[src/hw/rtl/seven_segment_text_encoder_top_assert.svh]
`ifndef SEVEN_SEGMENT_TEXT_ENCODER_TOP_ASSERT_SVH
`define SEVEN_SEGMENT_TEXT_ENCODER_TOP_ASSERT_SVH

// same-cycle implication, checked on clk outside reset
`define SSENC_ASSERT_NOW(lbl, ante, cons, msg) \
	lbl: assert property (@(posedge clk) disable iff (!arst_n) (ante) |-> (cons)) \
		else $error(msg);

// next-cycle implication, checked on clk outside reset
`define SSENC_ASSERT_NEXT(lbl, ante, cons, msg) \
	lbl: assert property (@(posedge clk) disable iff (!arst_n) (ante) |=> (cons)) \
		else $error(msg);

`endif

[src/hw/rtl/ssenc_pkg.sv]
package ssenc_pkg;

	localparam logic [7:0] LED_CMD    = 8'd134;
	localparam logic [7:0] NUL_CHAR   = 8'h00;
	localparam logic [7:0] DOT_CHAR   = 8'h2e;
	localparam logic [7:0] UNDER_CHAR = 8'h5f;
	localparam logic [7:0] DASH_CHAR  = 8'h2d;
	localparam logic [7:0] ZERO_CHAR  = 8'h30;
	localparam logic [7:0] NINE_CHAR  = 8'h39;

	localparam logic [7:0] SEG_BLANK = 8'h00;
	localparam logic [7:0] SEG_DASH  = 8'h40;
	localparam logic [7:0] SEG_POINT = 8'h80;

	localparam logic [1:0] POS_LEFT = 2'd3;
	localparam logic [1:0] POS_NONE = 2'd0;

	typedef struct packed {
		logic       fire;
		logic [7:0] code;
	} step_t;

	typedef struct packed {
		logic [7:0] left;
		logic [7:0] middle;
		logic [7:0] right;
	} segs_t;

	function automatic logic [7:0] digit_segs(input logic [3:0] d);
		logic [7:0] s;
		unique case (d)
			4'd0: s = 8'h3f;
			4'd1: s = 8'h06;
			4'd2: s = 8'h5b;
			4'd3: s = 8'h4f;
			4'd4: s = 8'h66;
			4'd5: s = 8'h6d;
			4'd6: s = 8'h7d;
			4'd7: s = 8'h07;
			4'd8: s = 8'h7f;
			4'd9: s = 8'h6f;
			default: s = SEG_BLANK;
		endcase
		return s;
	endfunction

endpackage

[src/hw/rtl/ssenc_digits.sv]
module ssenc_digits (
	input  logic             clk,
	input  logic             arst_n,
	input  ssenc_pkg::step_t step,
	output ssenc_pkg::segs_t segs,
	output logic [1:0]       next_pos
);
	import ssenc_pkg::*;

	logic [1:0]      next_pos_q, next_pos_d;
	logic [1:0]      last_pos_q, last_pos_d;
	logic            point_ok_q, point_ok_d;
	logic [2:0][7:0] seg_q, seg_d;
	logic            is_digit;
	logic            fills;
	logic [7:0]      code;

	always_comb begin
		is_digit = (step.code >= ZERO_CHAR) && (step.code <= NINE_CHAR);
		fills    = is_digit || (step.code == UNDER_CHAR) || (step.code == DASH_CHAR);
		priority if (is_digit) begin
			code = digit_segs(step.code[3:0]);
		end else if (step.code == DASH_CHAR) begin
			code = SEG_DASH;
		end else begin
			code = SEG_BLANK;
		end
	end

	always_comb begin
		next_pos_d = next_pos_q;
		last_pos_d = last_pos_q;
		point_ok_d = point_ok_q;
		seg_d      = seg_q;
		if (step.fire) begin
			priority if (step.code == NUL_CHAR) begin
				next_pos_d = POS_LEFT;
				last_pos_d = POS_NONE;
				point_ok_d = 1'b0;
				seg_d      = '0;
			end else if (step.code == DOT_CHAR && point_ok_q) begin
				if (last_pos_q != POS_NONE) begin
					seg_d[last_pos_q - 2'd1] = seg_q[last_pos_q - 2'd1] | SEG_POINT;
				end
				point_ok_d = 1'b0;
			end else begin
				point_ok_d = 1'b0;
				if (fills && next_pos_q != POS_NONE) begin
					seg_d[next_pos_q - 2'd1] = code;
					last_pos_d = next_pos_q;
					next_pos_d = next_pos_q - 2'd1;
					point_ok_d = 1'b1;
				end
			end
		end
	end

	always_ff @(posedge clk or negedge arst_n) begin
		if (!arst_n) begin
			next_pos_q <= POS_LEFT;
			last_pos_q <= POS_NONE;
			point_ok_q <= 1'b0;
			seg_q      <= '0;
		end else begin
			next_pos_q <= next_pos_d;
			last_pos_q <= last_pos_d;
			point_ok_q <= point_ok_d;
			seg_q      <= seg_d;
		end
	end

	assign segs.left   = seg_q[2];
	assign segs.middle = seg_q[1];
	assign segs.right  = seg_q[0];
	assign next_pos    = next_pos_q;

endmodule

[src/hw/rtl/seven_segment_text_encoder_top.sv]
// channel  | handshake               | payload
// char     | char_valid, char_stall  | char_code
// res      | res_valid, res_stall    | command_code, left/middle/right_segments
//
// one character accepted per cycle while not stalled; each passes an input
// register, then the digit update; an advancing NUL loads the result register
// reset empties both registers and sets the leftmost position as next to fill
// char_stall rises only when a NUL waits in the input register behind a
// result that is still stalled; other characters never wait
`include "seven_segment_text_encoder_top_assert.svh"

module seven_segment_text_encoder_top (
	input  logic       clk,
	input  logic       arst_n,
	input  logic       char_valid,
	output logic       char_stall,
	input  logic [7:0] char_code,
	output logic       res_valid,
	input  logic       res_stall,
	output logic [7:0] command_code,
	output logic [7:0] left_segments,
	output logic [7:0] middle_segments,
	output logic [7:0] right_segments
);
	import ssenc_pkg::*;

	logic       valid_s1;
	logic [7:0] char_s1;
	logic       nul_s1;
	logic       adv_s1;
	logic       res_valid_q;
	segs_t      res_segs_q;
	segs_t      segs;
	step_t      step;
	logic [1:0] next_pos;

	assign nul_s1     = (char_s1 == NUL_CHAR);
	assign adv_s1     = valid_s1 && (!nul_s1 || !res_valid_q || !res_stall);
	assign char_stall = valid_s1 && !adv_s1;

	always_ff @(posedge clk or negedge arst_n) begin
		if (!arst_n) begin
			valid_s1 <= 1'b0;
		end else if (!char_stall) begin
			valid_s1 <= char_valid;
		end
	end

	always_ff @(posedge clk) begin
		if (char_valid && !char_stall) begin
			char_s1 <= char_code;
		end
	end

	assign step.fire = adv_s1;
	assign step.code = char_s1;

	ssenc_digits u_digits (
		.clk      (clk),
		.arst_n   (arst_n),
		.step     (step),
		.segs     (segs),
		.next_pos (next_pos)
	);

	always_ff @(posedge clk or negedge arst_n) begin
		if (!arst_n) begin
			res_valid_q <= 1'b0;
		end else if (adv_s1 && nul_s1) begin
			res_valid_q <= 1'b1;
		end else if (!res_stall) begin
			res_valid_q <= 1'b0;
		end
	end

	always_ff @(posedge clk) begin
		if (adv_s1 && nul_s1) begin
			res_segs_q <= segs;
		end
	end

	assign res_valid       = res_valid_q;
	assign command_code    = LED_CMD;
	assign left_segments   = res_segs_q.left;
	assign middle_segments = res_segs_q.middle;
	assign right_segments  = res_segs_q.right;

	`SSENC_ASSERT_NEXT(a_nul_loads_result, adv_s1 && nul_s1, res_valid_q, "NUL did not load result")
	`SSENC_ASSERT_NEXT(a_nul_rewinds, adv_s1 && nul_s1, next_pos == POS_LEFT, "NUL did not rewind position")
	`SSENC_ASSERT_NOW(a_stall_cause, char_stall, valid_s1 && nul_s1 && res_valid_q && res_stall, "stall without waiting NUL")
	`SSENC_ASSERT_NOW(a_no_stall_empty, !valid_s1, !char_stall, "stall with empty input register")

endmodule
[config.mk]
export PLATFORM = sky130hd
export DESIGN_NAME = seven_segment_text_encoder_top
export DESIGN_NICKNAME = d
export VERILOG_FILES = /design/src/hw/rtl/ssenc_pkg.sv /design/src/hw/rtl/ssenc_digits.sv /design/src/hw/rtl/seven_segment_text_encoder_top.sv
export VERILOG_INCLUDE_DIRS = /design/src /design/src/hw/rtl
export SDC_FILE = /design/constraint.sdc
export NUM_CORES = 1
export LEC_CHECK = 0
export ABC_CLOCK_PERIOD_IN_PS = 2800
export BUFFER_PORTS_ARGS = -buffer_cell sky130_fd_sc_hd__buf_2
export CAP_MARGIN = 30
export CORE_MARGIN = 2
export CORE_UTILIZATION = 37
export DETAILED_ROUTE_END_ITERATION = 8
export PLACE_DENSITY = 0.69
export SETUP_SLACK_MARGIN = 0.02
export SYNTH_ARGS = -nofsm -noshare
export SYNTH_HDL_FRONTEND = slang
export SYNTH_HIERARCHICAL = 1
export SYNTH_SLANG_ARGS = --single-unit
[constraint.sdc]
create_clock -name clk -period 2.8 [get_ports clk]
set_input_delay 0.42 -clock clk [delete_from_list [all_inputs] [get_ports clk]]
set_output_delay 0.42 -clock clk [all_outputs]
set_load 0.01 [all_outputs]
# Word level (Yosys, flattened, before mapping)
# Memories as Yosys holds them, arrays and structs flattened. A register that Yosys moved wholly into a read port is not among the register bits.
# Index checks and enable logic that the tools add are counted.
[totals]
ff_bits = 63
romBits = 112
inputBits = 12
out_inout_bits = 34
elab_cells = 78
n_memories = 1
[mem_list]
columns = ["name", "words", "word_bits", "rd", "rd_clocked_by_memory_dff", "write_ports", "line_no", "text"]
rows = [
  ["(no name shown)", 16, 7, 1, 1, 0, "ssenc_pkg.sv:31", "unique case (d)"],
]
[classes]
add_sub_neg = 2
n_lt_le_gt_ge = 6
n_eq_ne = 6
muxes = 26
reduce_logical = 25
[ops]
columns = ["operator", "n"]
rows = [
  ["$mux W24", 4],
  ["$bwmux W24", 2],
  ["$demux W8 S2", 2],
  ["$mux W8", 3],
  ["$bmux W8 S2", 1],
  ["$eq A8 B6 Y1 const B", 2],
  ["$mux W7", 2],
  ["$mux W2", 6],
  ["$logic_and A1 B1 Y1", 9],
  ["$eq A8 B7 Y1 const B", 1],
  ["$ge A8 B6 Y1 const B", 1],
  ["$le A8 B6 Y1 const B", 1],
  ["$logic_not A8 Y1", 1],
  ["$lt A2 B3 Y1 const B", 2],
  ["$reduce_and A3 Y1", 2],
  ["$reduce_bool A2 Y1", 3],
  ["$logic_not A1 Y1", 5],
  ["$mux W1", 5],
  ["$ge A2 B1 Y1 const B", 2],
  ["$logic_or A1 B1 Y1", 4],
  ["$mux W4", 1],
  ["$sub A2 B1 Y2 const B", 2],
  ["$ne A3 B3 Y1 const B", 1],
  ["$reduce_bool A3 Y1", 1],
  ["2 further kinds", 2],
]

# Longest topological paths before layout
# Gate-level depths: netlist of the first run.
[logic_depth]
depth_word = 10
depth_mapped = 8
ltp_nobuf = 7

# Hierarchy
# Netlist of the first run, hierarchy kept.
[by_module_without_submodules]
columns = ["module", "n_inst", "cells_per_inst", "area_each_um2", "seq_area_each_um2"]
rows = [
  ["ssenc_digits", 1, 197, 2055.7, 728.2],
  ["seven_segment_text_encoder_top", 1, 58, 1171.1, 1011.0],
]

# Worst setup path after synthesis of the first run
# No wires, ideal clock.
[synth_path]
path_type = "register to register"
from = "register char_s1[1]"
to = "register res_segs_q, in the netlist left_segments[0] (enable)"
setup_ps = 420
t_arrival_ps = 2574
required_ps = 2380
setup_slack_ps = -194
stages_incl_launch_ff = 4
n_path_buf = 1
synth_period_minus_slack_ps = 2994
path_cell_list = "edfxtp_1 > or4_1 > clkbuf_2 > nor4b_2"
[synth_between]
elab_chain_len = 6
[synth_lines]
columns = ["element", "line_no", "text"]
rows = [
  ["start: declaration", "seven_segment_text_encoder_top.sv:28", "logic [7:0] char_s1;"],
  ["start signal: assignment", "seven_segment_text_encoder_top.sv:51", "char_s1 <= char_code;"],
  ["$logic_not A8 Y1 (*)", "seven_segment_text_encoder_top.sv:37", "assign nul_s1 = (char_s1 == NUL_CHAR);"],
  ["$logic_not A1 Y1", "seven_segment_text_encoder_top.sv:38", "assign adv_s1 = valid_s1 && (!nul_s1 || !res_valid_q || !res_stall);"],
  ["$logic_or A1 B1 Y1 (2 in a row)", "seven_segment_text_encoder_top.sv:38", ""],
  ["$logic_and A1 B1 Y1", "seven_segment_text_encoder_top.sv:38", ""],
  ["$logic_and A1 B1 Y1 (*)", "seven_segment_text_encoder_top.sv:77", "if (adv_s1 && nul_s1) begin"],
  ["end signal: assignment", "seven_segment_text_encoder_top.sv:78", "res_segs_q <= segs;"],
  ["end: declaration", "seven_segment_text_encoder_top.sv:32", "segs_t res_segs_q;"],
]
# Every way passes the cells marked *; elsewhere a longest branch is shown, timed or not.
# A chain may end at the register's enable or synchronous reset.

# Worst setup path after layout of the first run
[layout_path]
from = "register char_s1[0]"
to = "register u_digits.seg_q, in the netlist u_digits/segs[1]"
[layout_between]
elab_chain_len = 7
elab_cells_between_ends = 23
cone_classes = "order compare: 2; eq/ne: 4; mux: 5; reduce/logical: 12"
[layout_lines]
columns = ["element", "line_no", "text"]
rows = [
  ["$ge A8 B6 Y1 or $le A8 B6 Y1 (tied branches)", "ssenc_digits.sv:19", "is_digit = (step.code >= ZERO_CHAR) && (step.code <= NINE_CHAR);"],
  ["$logic_and A1 B1 Y1", "ssenc_digits.sv:19", ""],
  ["$mux W8 or $logic_or A1 B1 Y1 (tied branches)", "ssenc_digits.sv:21, ssenc_digits.sv:20", ""],
  ["$bwmux W24 or $logic_or A1 B1 Y1 (tied branches)", "ssenc_digits.sv:49, ssenc_digits.sv:20", ""],
  ["$mux W24 or $logic_and A1 B1 Y1 (tied branches)", "ssenc_digits.sv:48", "if (fills && next_pos_q != POS_NONE) begin"],
  ["$mux W24 or $reduce_bool A3 Y1 (tied branches)", "--", ""],
  ["$mux W24 or $reduce_and A3 Y1 (tied branches)", "--", ""],
  ["end signal: assignment", "ssenc_digits.sv:68", "seg_q <= seg_d;"],
  ["end: declaration", "ssenc_digits.sv:13", "logic [2:0][7:0] seg_q, seg_d;"],
]
# Parallel ways exist; a longest one is shown, timed or not. The select of a mux whose other input is x is not followed.

==> results of run 1 <==
==> sequential cells by signal, indices dropped and copies added, names as in the netlist <==
signal,cells
char_s1,8
left_segments,8
middle_segments,8
res_valid,1
right_segments,8
u_digits/last_pos_q,2
u_digits/next_pos,2
u_digits/point_ok_q,1
u_digits/segs,24
valid_s1,1
==> metal layers <==
layer  global-route usage [%]  up-vias  routed length (um)
li1                         -     1043                   -
met1                    19.67     1100                2976
met2                    22.86       94                3247
met3                    4.604       18                 453
met4                    6.090        0                 109
met5                        0        -                   0
==> placed cells by master (no fill, tap or decap), drive strengths merged, types with 6 or more instances in the layout <==
cell type	n
nor2b	6
ha	15
conb	8
o22ai	20
inv	15
a211oi	7
nand3	7
nand2	8
edfxtp	32
clkbuf	10
nor2	11
buf	45
mux2i	12
a21oi	7
mux2	21
dfrtp	29
==> critical path, stage by stage (launching register included) <==
cell and delay [ns]:
edfxtp_1 0.48, inv_1 0.15, ha_1 0.21, and4b_1 0.24, and3_1 0.37, nor2_1 0.18
a211oi_4 0.30, buf_12 0.16, mux2_2 0.34
==> final timing paths <==
| path | from | slack, ns | endpoint |
|---|---|---|---|
| max | char_s1[0]$_DFFE_PP_ | 0.25 | u_digits/segs[1]$_DFFE_PN0P_ |
| min | arst_n | 0.13 | u_digits/segs[9]$_DFFE_PN0P_ |
| max reg2reg | char_s1[0]$_DFFE_PP_ | 0.25 | u_digits/segs[1]$_DFFE_PN0P_ |
| min reg2reg | u_digits/segs[15]$_DFFE_PN0P_ | 0.46 | middle_segments[7]$_DFFE_PP_ |
| max in group asynchronous | arst_n | 2.19 | u_digits/last_pos_q[0]$_DFFE_PN0P_ |
| min in group clk | char_code[1] | 0.25 | char_s1[1]$_DFFE_PP_ |
==> where the power goes <==
part / leakage, nW / internal [mW] / switching (mW)
Combinational: 0.747 / 0.0302 / 0.0537
Sequential: 0.690 / 0.988 / 0.0154
Clock: 0.0781 / 0.315 / 0.353
==> cell families (layout without fill, tap and decap cells) <==
| group | after synthesis | count (layout) |
|---|---|---|
| compound gates | 60 | 60 |
| fa+ha+maj | 15 | 15 |
| buf+inv | 30 | 76 |
| flops | 63 | 63 |
| mux | 33 | 33 |
| other cells | 2 | 8 |
| simple gates | 52 | 52 |
==> per-stage QoR <==
stage / hold WS [ns] / total power, mW / util [%] / setup WS [ns]
2_1_floorplan: 0.1244 / 1.080 / - / 0.3429
3_3_place_gp: 0.4337 / 1.102 / 41.06 / 0.2867
3_5_place_dp: 0.4366 / 1.106 / 41.06 / 0.1716
4_1_cts: 0.1421 / 1.780 / 42.98 / 0.1459
5_1_grt: 0.1835 / 1.837 / 43.45 / 0.1138
6_report: 0.1327 / 1.756 / 43.45 / 0.2530
==> layout make-up <==
cell class | count | area [um2]
Timing Repair Buffer | 45 | 270.3
Clock inverter | 6 | 37.54
Inverter | 15 | 56.30
Fill cell | 818 | 4860
Multi-Input combinational cell | 168 | 1368
Clock buffer | 10 | 127.6
Tap cell | 108 | 135.1
Sequential cell | 63 | 1739
==> run_results.csv, run 1 <==
group,metric,value,unit
status,status,"complete, no violations",
clock_network,clock_latency,0.35,ns
logic_synthesis,synth_area_leaders,"edfxtp_1 30%, dfrtp_1 22%, mux2_2 6.6%",
sta,final-hold-violation-count,0,
logic_synthesis,syn-cell-area,3227,um2
logic_synthesis,yosys.area_share.simple,9.694,%
logic_synthesis,ys_types,51,
layout,drive_gt1_share,29.64,%
logic_synthesis,synth_compound_area_share,14.62,%
clock_network,cts_resized,0,
sta,post-route-min-period,2.547,ns
die,core,8593,um2
critical_path,cp-start-kind,"flop",
layout,n_antenna_cell,0,
detailed_routing,num_vias,2255,
logic_synthesis,async_flop_share,49.21,%
logic_synthesis,ys_seq_area_share,53.90,%
run,cap_violations,0,
sta,drv_slew,0,
placement,dp.cells,397,
global_routing,grt_pass1_wl,11250,um
power_and_ir_drop,power.density,470.3,nW/um2
critical_path,cp.arrival,2.78,ns
logic_synthesis,synth_top_area_cell,"edfxtp_1",
clock_network,cts_tree,"built",
sta,rsz0062_at_grt,"no",
global_routing,grt-ovfl-total,0,
clock_network,cts_sinks,63,
logic_synthesis,synthXorXnorAreaFrac,0,%
placement,port_buffers,37,
sta,slew_headroom,50.43,%
logic_synthesis,post-synth-top-count-cell,"edfxtp_1",
logic_synthesis,ys_warn_count,6,
clock_network,cts.clk_slew.worst_paths,0.07,ns
layout,final_area,3734,um2
detailed_routing,ant_nets,0,
critical_path,cp_max_fo,10,
global_routing,grt_pass1_vias,2247,
die,die_area,9484,um2
die,rows,34,
sta,finClkSkew,0.004868,ns
logic_synthesis,synth_edf_count,32,
die,die_w,97.39,um
die,initial_core_util,37.55,%
placement,dp_hpwl,4846,um
sta,setup_tns,0,ns
sta,setup_viol,0,
power_and_ir_drop,p_leak,1.516,nW
logic_synthesis,yosysTopAreaCellShare,29.78,%
die,pin_count,46,
logic_synthesis,synthAdderAreaFrac,5.816,%
sta,period_share,90.96,%
global_routing,grt_max_degree,32,
detailed_routing,post_drt_wl_per_cell,16.35,um
critical_path,critical_path_class,"flop to flop",
detailed_routing,viasPerCell,5.434,
clock_network,clockRootBuffer,"clkbuf_8",
sta,fmax,392.6,MHz
logic_synthesis,syn-instance-count,255,
detailed_routing,drtIter0Drc,156,
critical_path,cp-end-kind,"flop",
global_routing,antenna_found_initial,0,
sta,tightest_slew,0.7436,ns
detailed_routing,drt_pre_antenna_iters,4,
critical_path,cp.required,3.03,ns
clock_network,post_cts_buffers,0,
detailed_routing,drc_errors,0,
hold_path,hold_path.class,"input pin to asynchronous set/reset pin",
critical_path,reg2regPathDepth,8,
clock_network,cts.path.max_buffers,2,
global_routing,gr-usage-all-layers,14.90,%
logic_synthesis,synth-seq-cells,63,
clock_network,htree_levels,3,
logic_synthesis,synth_top_family_by_area,"compound AO/OA/AOI/OAI gates",
clock_network,cts_made_buffers,9,
power_and_ir_drop,peakVddDrop,0.0001881,V
logic_synthesis,syn_avg_cell_area,12.65,um2
logic_synthesis,synthMuxAreaShare,11.05,%
die,die_y,97.39,um
detailed_routing,wl,6786,um
logic_synthesis,synthFlopType,"edfxtp_1",
layout,fin_cells,415,
logic_synthesis,yosys-top-cells-count,"32 x edfxtp_1, 29 x dfrtp_1, 20 x o22ai_1, 19 x mux2_2, 15 x ha_1",
clock_network,hold_buffers,0,
placement,routabilityCongestion,0.9083,
layout,syn2layout_area_growth,15.70,%
layout,nets,329,
placement,place_area,3528,um2
(Power assumes the default switching activity.)
==> run 2, diff against run 1 <==
- ABC_AREA: not set -> 1
- PLACE_DENSITY: 0.69 -> 0.68
==> run_results.csv, run 2 <==
group,metric,value,unit
detailed_routing,drt_pre_antenna_iters,5,
logic_synthesis,syn_avg_cell_area,8.746,um2
power_and_ir_drop,peakVddDrop,0.0002825,V
die,pin_count,46,
clock_network,cts.clk_slew.worst_paths,0.08,ns
clock_network,cts_made_buffers,9,
clock_network,hold_buffers,0,
detailed_routing,drc_errors,0,
sta,final-hold-violation-count,0,
logic_synthesis,synth_edf_count,32,
logic_synthesis,synth_area_leaders,"edfxtp_1 27%, dfrtp_1 21%, nand2_1 16%",
power_and_ir_drop,power.density,670.2,nW/um2
layout,n_antenna_cell,0,
critical_path,cp_max_fo,18,
logic_synthesis,syn-instance-count,400,
logic_synthesis,ys_warn_count,6,
global_routing,grt_pass1_wl,11960,um
layout,final_core_util,43.27,%
critical_path,cp-end-kind,"flop",
sta,setup_viol,0,
layout,final_common_cell,"nand2_1",
detailed_routing,drtIter0Drc,165,
die,die_y,101.2,um
die,core,9196,um2
logic_synthesis,yosysTopAreaCellShare,27.47,%
clock_network,htree_levels,3,
global_routing,antenna_found_initial,0,
power_and_ir_drop,p_leak,1.890,nW
global_routing,grt_max_degree,32,
global_routing,grt-ovfl-total,0,
critical_path,cp.arrival,2.44,ns
sta,drv_slew,0,
logic_synthesis,yosys-top-cells-count,"145 x nand2_1, 33 x nand3_1, 32 x edfxtp_1, 29 x dfrtp_1, 28 x inv_1",
layout,final_cell_mix,"145 x nand2_1, 37 x buf_2, 33 x nand3_1",
layout,drive_gt1_share,19.06,%
sta,tightest_slew,0.6993,ns
logic_synthesis,ys_types,35,
die,rows,35,
layout,nets,468,
detailed_routing,post_drt_wl_per_cell,13.18,um
logic_synthesis,post-synth-top-count-cell,"nand2_1",
sta,slew_headroom,53.38,%
sta,post-route-min-period,2.215,ns
die,die_w,101.2,um
detailed_routing,num_vias,2712,
clock_network,post_cts_buffers,0,
layout,syn2layout_area_growth,13.73,%
sta,fmax,451.5,MHz
clock_network,cts.path.max_buffers,2,
critical_path,cp.required,3.03,ns
critical_path,cp-start-kind,"flop",
sta,period_share,79.10,%
placement,dp.cells,541,
clock_network,cts_tree,"built",
logic_synthesis,async_flop_share,49.21,%
run,cap_violations,0,
logic_synthesis,ys_seq_area_share,49.71,%
global_routing,gr-usage-all-layers,15.09,%
sta,setup_tns,0,ns
die,initial_core_util,38.04,%
sta,finClkSkew,0.01116,ns
clock_network,clock_latency,0.35,ns
global_routing,grt_pass1_vias,2486,
status,status,"complete, no violations",
clock_network,clockRootBuffer,"clkbuf_8",
hold_path,hold_path.class,"input pin to asynchronous set/reset pin",
detailed_routing,viasPerCell,4.869,
layout,fin_cells,557,
detailed_routing,ant_nets,0,
placement,dp_hpwl,5460,um
sta,rsz0062_at_grt,"no",
detailed_routing,wl,7339,um
clock_network,cts_sinks,63,
die,die_area,10250,um2
placement,routabilityCongestion,0.9615,
placement,port_buffers,37,
critical_path,critical_path_class,"flop to flop",
layout,largest_reg_flops,24,
logic_synthesis,synth_top_area_cell,"edfxtp_1",
logic_synthesis,synth-seq-cells,63,
clock_network,cts_resized,0,
layout,num-fill-cells,906,
logic_synthesis,syn-cell-area,3498,um2
logic_synthesis,synthFlopType,"edfxtp_1",
[run 2: area by class of cell]
cell class,count,area [um2],share of cell area (%)
multi-input combinational,290,1521,38.24
sequential,63,1739,43.71
clock inverter,7,102.6,2.579
timing repair buffer,41,215.2,5.409
inverter,36,137.6,3.459
tap,111,138.9,3.491
clock buffer,9,123.9,3.113
[run 2: kinds of logic (layout without fill, tap and decap cells)]
family | count (synthesis) | in the layout | synth area share (%)
AND/OR/NAND/NOR | 240 | 240 | 32.62
flip-flops | 63 | 63 | 49.71
buffers and inverters | 53 | 93 | 7.439
AO/OA/AOI/OAI | 27 | 27 | 4.650
adder cells (fa/ha/maj) | 15 | 15 | 5.365
other | 2 | 8 | 0.2147
[run 2: final timing paths]
| path | slack (ns) | from | to | depth (start not counted) |
|---|---|---|---|---|
| min reg2reg | 0.45 | u_digits/segs[23]$_DFFE_PN0P_ | left_segments[7]$_DFFE_PP_ | 0 |
| max | 0.59 | char_s1[0]$_DFFE_PP_ | u_digits/segs[21]$_DFFE_PN0P_ | 10 |
| max reg2reg | 0.59 | char_s1[0]$_DFFE_PP_ | u_digits/segs[21]$_DFFE_PN0P_ | 10 |
| max in group asynchronous | 2.23 | arst_n | u_digits/segs[16]$_DFFE_PN0P_ | 1 |
| min | 0.12 | arst_n | u_digits/segs[11]$_DFFE_PN0P_ | 1 |
| min in group clk | 0.25 | char_code[6] | char_s1[6]$_DFFE_PP_ | 1 |
[run 2: worst max-delay path, cell delays in order (launching register included)]
cell	delay (ns)
edfxtp_1	0.47
inv_1	0.14
ha_1	0.25
nand2_1	0.09
nor2_2	0.04
nand2_2	0.33
o21ai_2	0.14
inv_2	0.32
nand3_4	0.18
nand2_1	0.09
nand2_1	0.06
[run 2: power breakdown]
group	total (mW)	internal, mW	switching, mW
clock	0.887	0.511	0.375
combinational	0.715	0.205	0.510
sequential	1.06	1.02	0.0420
[run 2: layer usage]
| metal | up-vias | part of all wire (%) | GRT usage, % |
|---|---|---|---|
| met5 | - | 0 | 0 |
| met4 | 0 | 1.5 | 7.277 |
| met3 | 10 | 4.5 | 2.692 |
| met2 | 89 | 47 | 24.20 |
| met1 | 1241 | 47 | 19.79 |
| li1 | 1372 | - | - |
[run 2: per-stage QoR]
step           total power, mW  hold slack (ns)  instance area [um2]  setup WS [ns]
6_report                 2.667           0.1160                 3979         0.5852
5_1_grt                  2.805           0.1612                 3979         0.4007
4_1_cts                  2.682           0.1246                 3979         0.5832
3_5_place_dp             1.785           0.4385                 3752         0.6105
3_3_place_gp             1.777           0.4381                 3752         0.7274
2_1_floorplan            1.606           0.1244                 3521         0.9230
==> run 3, diff against run 2 <==
- ABC_CLOCK_PERIOD_IN_PS: 2800 -> 2100
- PLACE_DENSITY: 0.68 -> 0.66
- clock period: 2.8 -> 2.1 ns (I/O delays scaled with it)
==> run_results.csv, run 3 (synthesis gave the netlist of run 2 again) <==
group,metric,value,unit
status,status,"complete, no violations",
sta,slew_headroom,53.54,%
layout,fin_cells,570,
sta,period_share,94.27,%
layout,syn2layout_area_growth,18.88,%
clock_network,cts_sinks,63,
critical_path,r2r-start,"u_digits/last_pos_q[1]$_DFFE_PN0P_",
sta,setup_tns,0,ns
placement,dp.cells,548,
clock_network,cts_tree,"built",
die,core,9196,um2
sta,setup_viol,0,
critical_path,r2r_setup_slack,0.12,ns
die,initial_core_util,38.04,%
detailed_routing,drtIter0Drc,222,
placement,routabilityCongestion,0.8652,
critical_path,r2r-end,"u_digits/segs[11]$_DFFE_PN0P_",
run,cap_violations,0,
placement,dp_worst_setup_slack,0.08242,ns
die,pin_count,46,
clock_network,cts.path.max_buffers,2,
critical_path,cp_slowest_cell,"ha_2",
sta,tightest_slew,0.6969,ns
sta,worst_slack,0.1204,ns
global_routing,antenna_found_initial,0,
detailed_routing,wl,7993,um
detailed_routing,drc_errors,0,
die,rows,35,
layout,multi_input_area,1572,um2
sta,final-hold-violation-count,0,
critical_path,cp_max_fo,14,
critical_path,cp-end-kind,"flop",
global_routing,grt_max_degree,32,
power_and_ir_drop,power.density,905.2,nW/um2
detailed_routing,ant_nets,0,
critical_path,cp.required,2.38,ns
global_routing,grt_pass1_wl,12830,um
layout,final_cell_mix,"143 x nand2_1, 37 x buf_2, 32 x nand3_1, 32 x edfxtp_1, 29 x dfrtp_1",
critical_path,crit_chain,"inv_1 > ha_2 > o21ai_0 > o22ai_1 > nand2_1 > nand2_1 > nand4_1 > nand2_1",
layout,drive_gt1_share,22.44,%
clock_network,htree_levels,3,
die,die_y,101.2,um
power_and_ir_drop,power.total,3.765,mW
global_routing,gr-usage-all-layers,16.55,%
sta,post-route-min-period,1.980,ns
power_and_ir_drop,p_leak,1.995,nW
critical_path,slowest_delay,0.48,ns
layout,n_antenna_cell,0,
layout,final_common_cell,"nand2_1",
detailed_routing,drt_pre_antenna_iters,5,
clock_network,cts_made_buffers,9,
critical_path,crit_top_cell,"nand2_1",
placement,port_buffers,37,
hold_path,hold_path.class,"input pin to asynchronous set/reset pin",
critical_path,cp.arrival,2.26,ns
die,die_area,10250,um2
placement,dp_hpwl,5680,um
die,die_w,101.2,um
sta,finClkSkew,0.01002,ns
layout,nets,481,
critical_path,cp-start-kind,"flop",
detailed_routing,post_drt_wl_per_cell,14.02,um
sta,rsz0062_at_grt,"no",
critical_path,critical_path_class,"flop to flop",
detailed_routing,num_vias,2845,
sta,drv_slew,0,
power_and_ir_drop,peakVddDrop,0.0003531,V
detailed_routing,viasPerCell,4.991,
layout,num-fill-cells,901,
sta,fmax,505.1,MHz
layout,regArea,1739,um2
clock_network,cts.clk_slew.worst_paths,0.08,ns
global_routing,grt_pass1_vias,2679,
critical_path,reg2regPathDepth,8,
layout,largest_reg_flops,24,
sta,hold_slack,0.006868,ns
clock_network,clock_latency,0.35,ns
clock_network,clockRootBuffer,"clkbuf_8",
global_routing,grt-ovfl-total,0,
-- run 3: power by group --
group / internal [mW] / switching, mW
sequential: 1.36 / 0.0484
clock: 0.792 / 0.496
combinational: 0.333 / 0.731
-- run 3: timing repair --
action,CTS,global route
hold buffers,0,0
endpoints found under the setup margin,0,27
hold endpoints to repair,0,0
gates resized for setup,0,12
setup buffers,0,4
-- run 3: routing by layer --
layer	GRT usage, %	share of wire (%)	vias to the layer above
li1	-	-	1400
met1	20.33	45	1326
met2	27.46	47	102
met3	4.348	5.6	17
met4	7.277	2.3	0
met5	0	0	-
-- run 3: worst max path at each step --
| stage | to | start |
|---|---|---|
| global route | u_digits/segs[12]$_DFFE_PN0P_ | char_s1[0]$_DFFE_PP_ |
| detailed placement | u_digits/segs[21]$_DFFE_PN0P_ | char_s1[1]$_DFFE_PP_ |
| finish | u_digits/segs[11]$_DFFE_PN0P_ | u_digits/last_pos_q[1]$_DFFE_PN0P_ |
| floorplan | u_digits/segs[0]$_DFFE_PN0P_ | u_digits/last_pos_q[0]$_DFFE_PN0P_ |
| global placement | u_digits/segs[11]$_DFFE_PN0P_ | u_digits/last_pos_q[1]$_DFFE_PN0P_ |
| CTS | u_digits/segs[21]$_DFFE_PN0P_ | char_s1[1]$_DFFE_PP_ |
-- run 3: final cells by class --
type / count / area share [%]
sequential: 63 / 41.82
multi-input combinational: 292 / 37.79
timing repair buffer: 52 / 7.762
inverter: 36 / 3.430
tap: 111 / 3.339
clock buffer: 9 / 2.978
clock inverter: 7 / 2.888
-- run 3: worst max-delay path, delay by kind of cell (launching register included) --
| family | cells | cell delay [ns] |
|---|---|---|
| flip-flops | 1 | 0.40 |
| AO/OA/AOI/OAI | 2 | 0.51 |
| adder cells (fa/ha/maj) | 1 | 0.48 |
| buffers and inverters | 1 | 0.08 |
| AND/OR/NAND/NOR | 4 | 0.43 |
-- run 3: through the flow --
stage / instance area (um2) / utilization (%)
final: 4159 / 45.22
after global routing: 4159 / 45.22
after CTS: 4074 / 44.30
after detailed placement: 3830 / 41.65
after global placement: 3830 / 41.65
after floorplan: 3521 / -
